`config.mk`:
```
export PLATFORM = sky130hd
export DESIGN_NAME = biquad_bandpass_cascade_top
export DESIGN_NICKNAME = d
export VERILOG_FILES = /design/src/hw/rtl/bbc_pkg.sv /design/src/hw/rtl/biquad_bandpass_cascade_top.sv
export SDC_FILE = /design/constraint.sdc
export NUM_CORES = 2
export LEC_CHECK = 0
export BUFFER_PORTS_ARGS = -buffer_cell sky130_fd_sc_hd__buf_2
export CORE_MARGIN = 1.5
export CORE_UTILIZATION = 53
export DETAILED_ROUTE_END_ITERATION = 10
export GPL_ROUTABILITY_DRIVEN = 0
export PLACE_DENSITY_LB_ADDON = 0.3
export SYNTH_ARGS = -nofsm -noshare
export SYNTH_HDL_FRONTEND = slang
export SYNTH_SLANG_ARGS = --single-unit
```
`constraint.sdc`:
```
create_clock -name clk -period 9.7 [get_ports clk]
set_input_delay 0.97 -clock clk [delete_from_list [all_inputs] [get_ports clk]]
set_output_delay 0.97 -clock clk [all_outputs]
set_load 0.05 [all_outputs]
```
`src/hw/rtl/bbc_pkg.sv`:
```
// ----------------------------------------------------------------------------
// Biquad band-pass cascade package
// Shared constants, register index codes and sequencer states.
// ----------------------------------------------------------------------------
`timescale 1ns / 1ps

package bbc_pkg;

    // Default sizing of the cascade.
    localparam int NUM_SECTIONS_DEF = 4;
    localparam int SAMPLE_BITS_DEF  = 24;

    // Fixed-point format constants.
    localparam int GUARD_FRAC     = 8;
    localparam int DELAY_EXTRA    = 16;
    localparam int COEF_BITS      = 32;
    localparam int COEF_FRAC      = 30;
    localparam int CFG_INDEX_BITS = 3;

    // Coefficient reset values (1.0 for b0, 0.0 for the feedback terms).
    localparam logic signed [COEF_BITS-1:0] B0_RESET = 32'sh4000_0000;
    localparam logic signed [COEF_BITS-1:0] A_RESET  = 32'sh0000_0000;

    // Configuration register indexes.
    typedef enum logic [CFG_INDEX_BITS-1:0] {
        CFG_HP_B0 = 3'd0,
        CFG_HP_A1 = 3'd1,
        CFG_HP_A2 = 3'd2,
        CFG_LP_B0 = 3'd3,
        CFG_LP_A1 = 3'd4,
        CFG_LP_A2 = 3'd5
    } cfg_index_t;

    // Sequencer states: one pass through S_XLO .. S_WR per section.
    typedef enum logic [3:0] {
        S_IDLE,
        S_XLO,
        S_XHI,
        S_XACC,
        S_RND,
        S_Y,
        S_A1LO,
        S_A1HI,
        S_A2LO,
        S_A2HI,
        S_A2ACC,
        S_WR
    } state_t;

endpackage

```
`src/hw/rtl/biquad_bandpass_cascade_top.sv`:
```
// ----------------------------------------------------------------------------
// Biquad band-pass cascade
// NUM_SECTIONS transposed direct form II biquads in series on one multiplier.
// ----------------------------------------------------------------------------
// The block filters one signed sample per request through NUM_SECTIONS biquad
// sections: the first NUM_SECTIONS/2 are high-pass, the rest low-pass, with
// b0, a1 and a2 of each type programmed in Q2.30 over the configuration port.
// in_stall is high while a request is in work, until its result retires, so the
// block takes no new sample before it is through with the last. The time is
// set by the single shared multiplier: each section needs three products
// (x * b0, y * a1, y * a2), each formed in two half-word passes and
// accumulated, plus rounding, saturation and the delay write-back. If the
// previous result is still waiting when the next one is ready, the final
// step holds until the output register frees.
`timescale 1ns / 1ps

module biquad_bandpass_cascade_top
    import bbc_pkg::*;
#(
    parameter int NUM_SECTIONS = NUM_SECTIONS_DEF,
    parameter int SAMPLE_BITS  = SAMPLE_BITS_DEF
)
(
    input  logic                          clk,
    input  logic                          rst_n,
    input  logic                          in_valid,
    output logic                          in_stall,
    input  logic signed [SAMPLE_BITS-1:0] sample_in,
    output logic                          out_valid,
    input  logic                          out_stall,
    output logic signed [SAMPLE_BITS-1:0] sample_out,
    output logic                          clipped,
    input  logic                          cfg_valid,
    output logic                          cfg_ready,
    input  logic [CFG_INDEX_BITS-1:0]     cfg_index,
    input  logic [COEF_BITS-1:0]          cfg_data
);

    // Derived widths.
    localparam int DW = SAMPLE_BITS + DELAY_EXTRA;  // delay word
    localparam int LW = (DW + 1) / 2;               // low half, unsigned
    localparam int HW = DW - LW;                    // high half, signed
    localparam int OW = LW + 1;                     // multiplier operand
    localparam int MW = OW + COEF_BITS;             // partial product
    localparam int AW = DW + COEF_BITS;             // full product
    localparam int SW = DW + 6;                     // section sums
    localparam int KW = $clog2(NUM_SECTIONS);
    localparam int RW = DW + 1 - GUARD_FRAC;        // rounded output

    localparam logic [KW-1:0] HP_SECTIONS = KW'(NUM_SECTIONS / 2);
    localparam logic [KW-1:0] LAST_SEC    = KW'(NUM_SECTIONS - 1);

    // Rounding constants and saturation limits.
    localparam logic signed [AW-1:0] RND_S30 =
        {{(AW - COEF_FRAC){1'b0}}, 1'b1, {(COEF_FRAC - 1){1'b0}}};
    localparam logic signed [AW-1:0] RND_S29 =
        {{(AW - COEF_FRAC + 1){1'b0}}, 1'b1, {(COEF_FRAC - 2){1'b0}}};
    localparam logic signed [DW:0] RND_OUT =
        {{(DW - GUARD_FRAC + 1){1'b0}}, 1'b1, {(GUARD_FRAC - 1){1'b0}}};
    localparam logic signed [DW-1:0] DMAX = {1'b0, {(DW - 1){1'b1}}};
    localparam logic signed [DW-1:0] DMIN = {1'b1, {(DW - 1){1'b0}}};
    localparam logic signed [SAMPLE_BITS-1:0] SMAX = {1'b0, {(SAMPLE_BITS - 1){1'b1}}};
    localparam logic signed [SAMPLE_BITS-1:0] SMIN = {1'b1, {(SAMPLE_BITS - 1){1'b0}}};

    // Saturate a section sum to the delay word range.
    function automatic logic signed [DW-1:0] sat_dw(input logic signed [SW-1:0] v);
        logic signed [DW-1:0] r;
        if (v > SW'(DMAX)) begin
            r = DMAX;
        end
        else if (v < SW'(DMIN)) begin
            r = DMIN;
        end
        else begin
            r = v[DW-1:0];
        end
        return r;
    endfunction

    // Sequencer and datapath registers.
    state_t                       state_reg, state_next;
    logic [KW-1:0]                sec_reg;
    logic signed [DW-1:0]         x_reg;
    logic signed [DW-1:0]         y_reg;
    logic signed [MW-1:0]         mult_reg;
    logic signed [AW-1:0]         acc_reg;
    logic signed [DW+1:0]         pb0_reg;
    logic signed [DW+3:0]         pb1_reg;
    logic signed [DW-1:0]         z1_reg [NUM_SECTIONS];
    logic signed [DW-1:0]         z2_reg [NUM_SECTIONS];

    // Coefficient registers.
    logic signed [COEF_BITS-1:0]  hp_b0_reg, hp_a1_reg, hp_a2_reg;
    logic signed [COEF_BITS-1:0]  lp_b0_reg, lp_a1_reg, lp_a2_reg;

    // Output register.
    logic                         out_valid_reg;
    logic signed [SAMPLE_BITS-1:0] sample_out_reg;
    logic                         clipped_reg;

    // Combinational datapath signals.
    logic                         is_hp;
    logic                         sec_last;
    logic                         wr_done;
    logic                         x_phase;
    logic                         lo_phase;
    logic signed [COEF_BITS-1:0]  coef_b0, coef_a1, coef_a2, op_c;
    logic signed [DW-1:0]         mul_src;
    logic signed [HW-1:0]         src_hi;
    logic signed [OW-1:0]         op_a;
    logic signed [MW-1:0]         mul_prod;
    logic signed [AW-1:0]         mult_ext;
    logic signed [AW-1:0]         mult_shift;
    logic signed [AW-1:0]         acc_rb0, acc_rb1;
    logic signed [DW+1:0]         pb0_val;
    logic signed [DW+2:0]         pb1_val;
    logic signed [DW+3:0]         pb1_ext, pb1_next;
    logic signed [DW+1:0]         pa_val;
    logic signed [SW-1:0]         y_sum, n1_sum, n2_sum;
    logic signed [DW:0]           out_sum;
    logic signed [RW-1:0]         out_rnd;
    logic signed [SAMPLE_BITS-1:0] out_sat;
    logic                         out_clip;

    // Section type and coefficient selection.
    assign is_hp    = (sec_reg < HP_SECTIONS);
    assign sec_last = (sec_reg == LAST_SEC);
    assign coef_b0  = is_hp ? hp_b0_reg : lp_b0_reg;
    assign coef_a1  = is_hp ? hp_a1_reg : lp_a1_reg;
    assign coef_a2  = is_hp ? hp_a2_reg : lp_a2_reg;

    // The final step of the last section retires the result unless the output is held.
    assign wr_done = (state_reg == S_WR) && sec_last && !(out_valid_reg && out_stall);

    // Shared multiplier: one half of the delay-format operand times a coefficient.
    always_comb
    begin
        x_phase  = (state_reg == S_XLO) || (state_reg == S_XHI);
        lo_phase = (state_reg == S_XLO) || (state_reg == S_A1LO) || (state_reg == S_A2LO);
        mul_src  = x_phase ? x_reg : y_reg;
        src_hi   = mul_src[DW-1:LW];
        if (lo_phase) begin
            op_a = {1'b0, mul_src[LW-1:0]};
        end
        else begin
            op_a = OW'(src_hi);
        end
        if (x_phase) begin
            op_c = coef_b0;
        end
        else if ((state_reg == S_A1LO) || (state_reg == S_A1HI)) begin
            op_c = coef_a1;
        end
        else begin
            op_c = coef_a2;
        end
        mul_prod = op_a * op_c;
    end

    // Accumulation, rounding and section sums.
    always_comb
    begin
        mult_ext   = AW'(mult_reg);
        mult_shift = mult_ext <<< LW;
        acc_rb0    = acc_reg + RND_S30;
        acc_rb1    = acc_reg + RND_S29;
        pb0_val    = acc_rb0[AW-1:COEF_FRAC];
        pb1_val    = acc_rb1[AW-1:COEF_FRAC-1];
        pb1_ext    = (DW + 4)'(pb1_val);
        pb1_next   = is_hp ? -pb1_ext : pb1_ext;
        pa_val     = acc_reg[AW-1:COEF_FRAC];
        y_sum      = SW'(pb0_reg) + SW'(z1_reg[sec_reg]);
        n1_sum     = SW'(pb1_reg) - SW'(pa_val) + SW'(z2_reg[sec_reg]);
        n2_sum     = SW'(pb0_reg) - SW'(pa_val);
    end

    // Output rounding and clamp of the last section's output.
    always_comb
    begin
        out_sum = (DW + 1)'(y_reg) + RND_OUT;
        out_rnd = out_sum[DW:GUARD_FRAC];
        if (out_rnd > RW'(SMAX)) begin
            out_sat  = SMAX;
            out_clip = 1'b1;
        end
        else if (out_rnd < RW'(SMIN)) begin
            out_sat  = SMIN;
            out_clip = 1'b1;
        end
        else begin
            out_sat  = out_rnd[SAMPLE_BITS-1:0];
            out_clip = 1'b0;
        end
    end

    // State register.
    always_ff @(posedge clk or negedge rst_n)
    begin
        if (!rst_n) begin
            state_reg <= S_IDLE;
        end
        else begin
            state_reg <= state_next;
        end
    end

    // Next state and handshake outputs.
    always_comb
    begin
        state_next = state_reg;
        in_stall   = (state_reg != S_IDLE);
        case (state_reg)
            S_IDLE:  if (in_valid) state_next = S_XLO;
            S_XLO:   state_next = S_XHI;
            S_XHI:   state_next = S_XACC;
            S_XACC:  state_next = S_RND;
            S_RND:   state_next = S_Y;
            S_Y:     state_next = S_A1LO;
            S_A1LO:  state_next = S_A1HI;
            S_A1HI:  state_next = S_A2LO;
            S_A2LO:  state_next = S_A2HI;
            S_A2HI:  state_next = S_A2ACC;
            S_A2ACC: state_next = S_WR;
            S_WR:
            begin
                if (!sec_last) begin
                    state_next = S_XLO;
                end
                else if (wr_done) begin
                    state_next = S_IDLE;
                end
            end
            default: state_next = S_IDLE;
        endcase
    end

    // Control state, filter delays, coefficients and output valid.
    always_ff @(posedge clk or negedge rst_n)
    begin
        if (!rst_n) begin
            sec_reg       <= '0;
            out_valid_reg <= 1'b0;
            hp_b0_reg     <= B0_RESET;
            hp_a1_reg     <= A_RESET;
            hp_a2_reg     <= A_RESET;
            lp_b0_reg     <= B0_RESET;
            lp_a1_reg     <= A_RESET;
            lp_a2_reg     <= A_RESET;
            for (int i = 0; i < NUM_SECTIONS; i++) begin
                z1_reg[i] <= '0;
                z2_reg[i] <= '0;
            end
        end
        else begin
            // Section counter.
            if ((state_reg == S_IDLE) && in_valid) begin
                sec_reg <= '0;
            end
            else if ((state_reg == S_WR) && !sec_last) begin
                sec_reg <= sec_reg + 1'b1;
            end

            // Delay updates of the current section.
            if (state_reg == S_A2HI) begin
                z1_reg[sec_reg] <= sat_dw(n1_sum);
            end
            if (state_reg == S_WR) begin
                z2_reg[sec_reg] <= sat_dw(n2_sum);
            end

            // Output valid: set on retire, cleared when the result is taken.
            if (wr_done) begin
                out_valid_reg <= 1'b1;
            end
            else if (out_valid_reg && !out_stall) begin
                out_valid_reg <= 1'b0;
            end

            // Coefficient writes; unknown indexes are ignored.
            if (cfg_valid) begin
                case (cfg_index)
                    CFG_HP_B0: hp_b0_reg <= signed'(cfg_data);
                    CFG_HP_A1: hp_a1_reg <= signed'(cfg_data);
                    CFG_HP_A2: hp_a2_reg <= signed'(cfg_data);
                    CFG_LP_B0: lp_b0_reg <= signed'(cfg_data);
                    CFG_LP_A1: lp_a1_reg <= signed'(cfg_data);
                    CFG_LP_A2: lp_a2_reg <= signed'(cfg_data);
                    default:   ;
                endcase
            end
        end
    end

    // Datapath payload registers.
    always_ff @(posedge clk)
    begin
        case (state_reg)
            S_IDLE:
            begin
                if (in_valid) begin
                    x_reg <= DW'(sample_in) <<< GUARD_FRAC;
                end
            end
            S_XLO, S_A1LO:
            begin
                mult_reg <= mul_prod;
            end
            S_XHI:
            begin
                mult_reg <= mul_prod;
                acc_reg  <= mult_ext;
            end
            S_A1HI, S_A2HI:
            begin
                mult_reg <= mul_prod;
                acc_reg  <= mult_ext + RND_S30;
            end
            S_A2LO:
            begin
                mult_reg <= mul_prod;
                acc_reg  <= acc_reg + mult_shift;
            end
            S_XACC, S_A2ACC:
            begin
                acc_reg <= acc_reg + mult_shift;
            end
            S_RND:
            begin
                pb0_reg <= pb0_val;
                pb1_reg <= pb1_next;
            end
            S_Y:
            begin
                y_reg <= sat_dw(y_sum);
            end
            S_WR:
            begin
                x_reg <= y_reg;
                if (wr_done) begin
                    sample_out_reg <= out_sat;
                    clipped_reg    <= out_clip;
                end
            end
            default: ;
        endcase
    end

    assign out_valid  = out_valid_reg;
    assign sample_out = sample_out_reg;
    assign clipped    = clipped_reg;
    assign cfg_ready  = 1'b1;

endmodule

```
Word level (Yosys, flattened, before mapping)
Index checks and enable logic that the tools add are counted.

operators by class
  order comparisons = 11
  equality and inequality tests = 19
  multiply operators = 1
  mux-type cells = 38
  add/sub/neg operators = 11
  bitwise logic cells = 1
  reduce and logical (&&, ||, !) cells = 33

operators by type and width
  cell                                                              count
  two-way mux 40 bit                                                14
  bitwise mux 160 bit                                               2
  case mux 72 bit (3 select lines)                                  1
  binary-select mux 40 bit (select 2 bit)                           2
  two-way mux 32 bit                                                5
  greater-than comparator 43 x 40 -> 1 bit (second input constant)  2
  less-than comparator 43 x 40 -> 1 bit (second input constant)     2
  demux 40 bit (select 2 bit)                                       1
  case mux 40 bit (2 select lines)                                  1
  adder 72 x 30 -> 72 bit (second input constant)                   1
  adder 72 x 31 -> 72 bit (second input constant)                   1
  adder 72 bit                                                      1
  adder 53 x 31 -> 54 bit (second input constant)                   1
  multiplier 21 x 32 -> 53 bit                                      1
  case mux 4 bit (12 select lines)                                  1
  adder 45 x 40 -> 46 bit                                           1
  greater-than comparator 46 x 40 -> 1 bit (second input constant)  1
  less-than comparator 46 x 40 -> 1 bit (second input constant)     1
  subtractor 44 x 42 -> 45 bit                                      1
  two-way mux 44 bit                                                1
  negation 43 -> 44 bit                                             1
  adder 42 x 40 -> 43 bit                                           1
  subtractor 42 x 42 -> 43 bit                                      1
  adder 40 x 9 -> 41 bit (second input constant)                    1
  other kinds (34)                                                  69

word-level totals
  register bits after elaboration = 835
  output and inout port bits = 28

Depth between registers and ports, before layout
  depth in word-level cells = 10
  depth in mapped cells = 38
  mapped depth without buffers = 35

Least setup slack after synthesis
Ideal clock, no wire load.

  kind = register -> register
  start = register state_reg[2]
  end = register mult_reg[52] (data pin)
  path buffers = 5
  period minus slack after synthesis = 9.461 ns
  cell stages (with the launch flop) = 32
  library setup time = 0.260 ns
  data required time = 9.440 ns
  arrival time = 9.201 ns
  slack = 0.239 ns
  cell sequence = dfrtp_1 > clkbuf_1 > clkinv_1 > nand2_1 > o32a_1 > buf_1 > buf_1 > buf_2 > mux2i_1 > clkbuf_1 > nand2_1 > fa_1 > fa_1 > fa_1 > inv_1 > fa_1 > fa_1 > fa_1 > inv_1 > fa_1 > inv_1 > ha_1 > nand4_1 > or4_1 > o22ai_1 > o21ai_0 > o21ai_1 > a31oi_1 > o21a_1 > o41ai_1 > a21oi_1 > xnor2_1

on the way
  longest elaborated chain between the ends = 5
  elaborated cells between the ends (all ways) = 14
  classes of those cells = mul: 1; eq/ne: 5; mux: 4; reduce/logical: 4

RTL lines
  item                                                      RTL line                                                                                                    source
  start, declared                                           biquad_bandpass_cascade_top.sv:81                                                                           state_t state_reg, state_next;
  start signal, assigned                                    biquad_bandpass_cascade_top.sv:203                                                                          state_reg <= state_next;
  equality test 4 x 1 -> 1 bit (tied with other cells)      biquad_bandpass_cascade_top.sv:138, biquad_bandpass_cascade_top.sv:139
  logical OR 1 bit (on tied branches)                       biquad_bandpass_cascade_top.sv:138, biquad_bandpass_cascade_top.sv:139, biquad_bandpass_cascade_top.sv:151
  two-way mux 40 bit (tied with other cells)                biquad_bandpass_cascade_top.sv:140                                                                          mul_src = x_phase ? x_reg : y_reg;
  two-way mux 21 bit or two-way mux 32 bit (tied branches)  biquad_bandpass_cascade_top.sv:142, biquad_bandpass_cascade_top.sv:148
  multiplier 21 x 32 -> 53 bit (*)                          biquad_bandpass_cascade_top.sv:157                                                                          mul_prod = op_a * op_c;
  via mul_prod[52]                                          biquad_bandpass_cascade_top.sv:111                                                                          logic signed [MW-1:0] mul_prod;
  end signal, assigned                                      biquad_bandpass_cascade_top.sv:306                                                                          mult_reg <= mul_prod;
  end signal, assigned                                      biquad_bandpass_cascade_top.sv:310                                                                          mult_reg <= mul_prod;
  end signal, assigned                                      biquad_bandpass_cascade_top.sv:315                                                                          mult_reg <= mul_prod;
  end, declared                                             biquad_bandpass_cascade_top.sv:85                                                                           logic signed [MW-1:0] mult_reg;

Mark *: on every way through the listed nets, which the timed path passes. The rest lies on a longest branch.
A chain may end at the register's enable or synchronous reset.

Worst setup path in the final report
  start = register state_reg[0]
  end = register mult_reg[51] (data pin)

Same word-level chain as after synthesis.

==> run_results.csv <==
group,metric,value,unit
outcome,status,"completed",
clocking,cts_tree,"built",
synthesis,synth_edf_count,296,
clocking,cts.hold.buffers_added,0,
synthesis,yosysTopAreaCell,"fa_1",
final_layout,final_common_cell,"inv_1",
final_layout,final_cell_mix,"inv_1, nand2_1, fa_1",
critical_path,reg2regPathDepth,28,
drt,vias,56300,
critical_path,cpPeakStageDelay,0.78,ns
floorplan,die_w,373,µm
critical_path,crit_top_cell,"fa_1",
clocking,root_buffer,"clkbuf_16",
clocking,path_clk_slew,0.06,ns
clocking,htree_levels,3,
sta,finalSetupViolations,0,
sta,fin_skew,0.0468,ns
synthesis,yosysUniqueCellTypes,101,
final_layout,layout.nets,8490,
critical_path,crit_type,"flip-flop to flip-flop",
clocking,clk_path_buf_depth,3,
synthesis,synth_ff_type,"dfrtp_1",
global_route,grt_pass1_wl,333000,µm
synthesis,synthTopCellsByArea,"fa_1, dfrtp_1, edfxtp_1",
drt,drtPass1Iterations,7,
global_route,grt_max_degree,173,
sta,drv_slew,0,
global_route,antenna_found_initial,2,
final_layout,finish.utilization,57.8,%
critical_path,end_kind,"flip-flop",
sta,tightest_slew,1.18,ns
drt,via_per_inst,6.09,
critical_path,reg2reg_slack,0.43,ns
critical_path,r2r-end,"mult_reg[51]",
placed_design,port_buffers,90,
drt,avgRoutedWirePerCell,23.3,µm
floorplan,start_util,53.4,%
clocking,cts_buffers,87,
clocking,clock_sinks,815,
synthesis,synth_area,72500,µm²
global_route,grt_pass1_vias,57000,
synthesis,yosys_warnings,0,
synthesis,syn_inst,7382,
synthesis,synth_nets,8484,
floorplan,die_area,139000,µm²
min_path,hp-class,"input pin to async pin",
sta,setup_slack,0.433,ns
sta,finalCriticalPeriod,9.27,ns
sta,slew-limit-headroom,21.4,%
floorplan,pin_count,92,
final_layout,stdcell_count,9242,
sta,max_freq,0.108,GHz
synthesis,ys_ff_latch,815,
synthesis,yosysSeqAreaShare,30.2,%
floorplan,num_rows,135,
synthesis,synth_top_area_share,19.7,%
drt,ant_nets,0,
synthesis,synth.avg_cell_area,9.82,µm²
clocking,clock_latency,0.73,ns
floorplan,core_area,136000,µm²
critical_path,crit_slowest_cell,"mux2i_1",
global_route,overflow,0,
critical_path,crit_fanout,50,
drt,drt-total-wl,216000,µm
drt,initialDrtViolationCount,5812,
floorplan,fp.dieH,373,µm
drt,drc,0,
placed_design,placedCellCount,9079,
critical_path,cp.arrival,9.71,ns
placed_design,hpwl,165000,µm
critical_path,required,10.14,ns
final_layout,drive_gt1_share,11.8,%
placed_design,dpl_worst_slack,0.0816,ns
final_layout,areaGrowthSynthToFinish,8.18,%
flow_run,maxCapViolations,0,
critical_path,r2r-start,"state_reg[0]",
sta,timing.final.crit_share,95.5,%
sta,hold_violations,0,
sta,hold_ws,0.248,ns
critical_path,cp-start-kind,"flip-flop",
synthesis,async_reset_ff_share,63.7,%
global_route,grt_use_total,31.1,%
## final cells by class
type,instances,area (µm²)
multi-input combinational,5169,45500
fill,11500,57200
tap,1781,2230
antenna,1,2.50
clock buffer,137,2690
timing repair buffer,265,1890
sequential,815,21900
inverter,1050,3940
clock inverter,24,253
## critical path, delay by kind of cell (launching register included)
kind	cells	cell delay, ns
compound gates	10	2.46
buf+inv	4	0.41
flops	1	0.50
mux	1	0.78
fa+ha+maj	8	4.13
xor+xnor	1	0.16
simple gates	4	0.51
## cells in the mapped netlist, types with 11 or more instances
master	n
mux2_2	233
or3_1	12
o211ai_1	36
o21bai_1	50
o21a_1	64
nand2_1	879
xnor2_1	278
o31ai_1	11
inv_1	1049
nor2_1	515
nor4_1	28
o311ai_0	20
a21oi_1	322
a21o_1	157
and4_1	14
o21ai_0	353
and2_1	80
buf_2	19
edfxtp_1	296
xor2_1	86
o221a_2	21
nand4_1	60
nand3_1	100
mux2i_1	78
nand2b_1	38
mux4_2	112
nor2b_1	38
a31oi_1	38
clkbuf_1	285
buf_1	35
o211a_1	15
ha_1	323
o21ai_1	50
dfrtp_1	517
nor3_1	70
fa_1	715
or2_2	17
and3_1	48
a211oi_1	95
o221a_1	32
## per-stage QoR
stage	instance area, µm²	TNS (ns)
after floorplan	72500	0
after global placement	75400	0
after detailed placement	75400	0
after CTS	78300	0
after global routing	78400	-0.0450
final	78400	0
## how the worst max path moves through the flow
stage / endpoint / slack, ns / cells after the start / start
floorplan: mult_reg[52] / 0.24 / 31 / state_reg[2]
global placement: mult_reg[50] / 0.15 / 32 / state_reg[2]
detailed placement: mult_reg[50] / 0.08 / 32 / state_reg[2]
CTS: mult_reg[50] / 0.07 / 32 / state_reg[2]
global route: mult_reg[52] / -0.03 / 30 / state_reg[1]
finish: mult_reg[51] / 0.43 / 28 / state_reg[0]
## per-layer routing
layer | GRT usage [%] | up-vias | part of all wire, %
met5 | 0 | - | 0.0065
met2 | 49.0 | 2874 | 46
met4 | 19.1 | 2 | 7.4
met1 | 39.3 | 28000 | 37
li1 | - | 24700 | -
met3 | 6.42 | 720 | 9.4
## logic make-up after synthesis
kind of cell	synth area share [%]
and+or+nand+nor	11.9
AOI/OAI and AO/OA	12.7
buffers and inverters	7.34
adders and majority gates	25.3
DFF	30.2
muxes	8.18
xor gates and xnor gates	4.40
other	0.00517
## what timing repair did
item | in CTS | in global routing
setup endpoints to repair | 0 | 8
gates resized for setup | 0 | 16
buffers inserted | 0 | 1
Power is left out: the tool's default activity adds up to more than one toggle a clock period on the data nets, which glitch-free logic cannot reach.
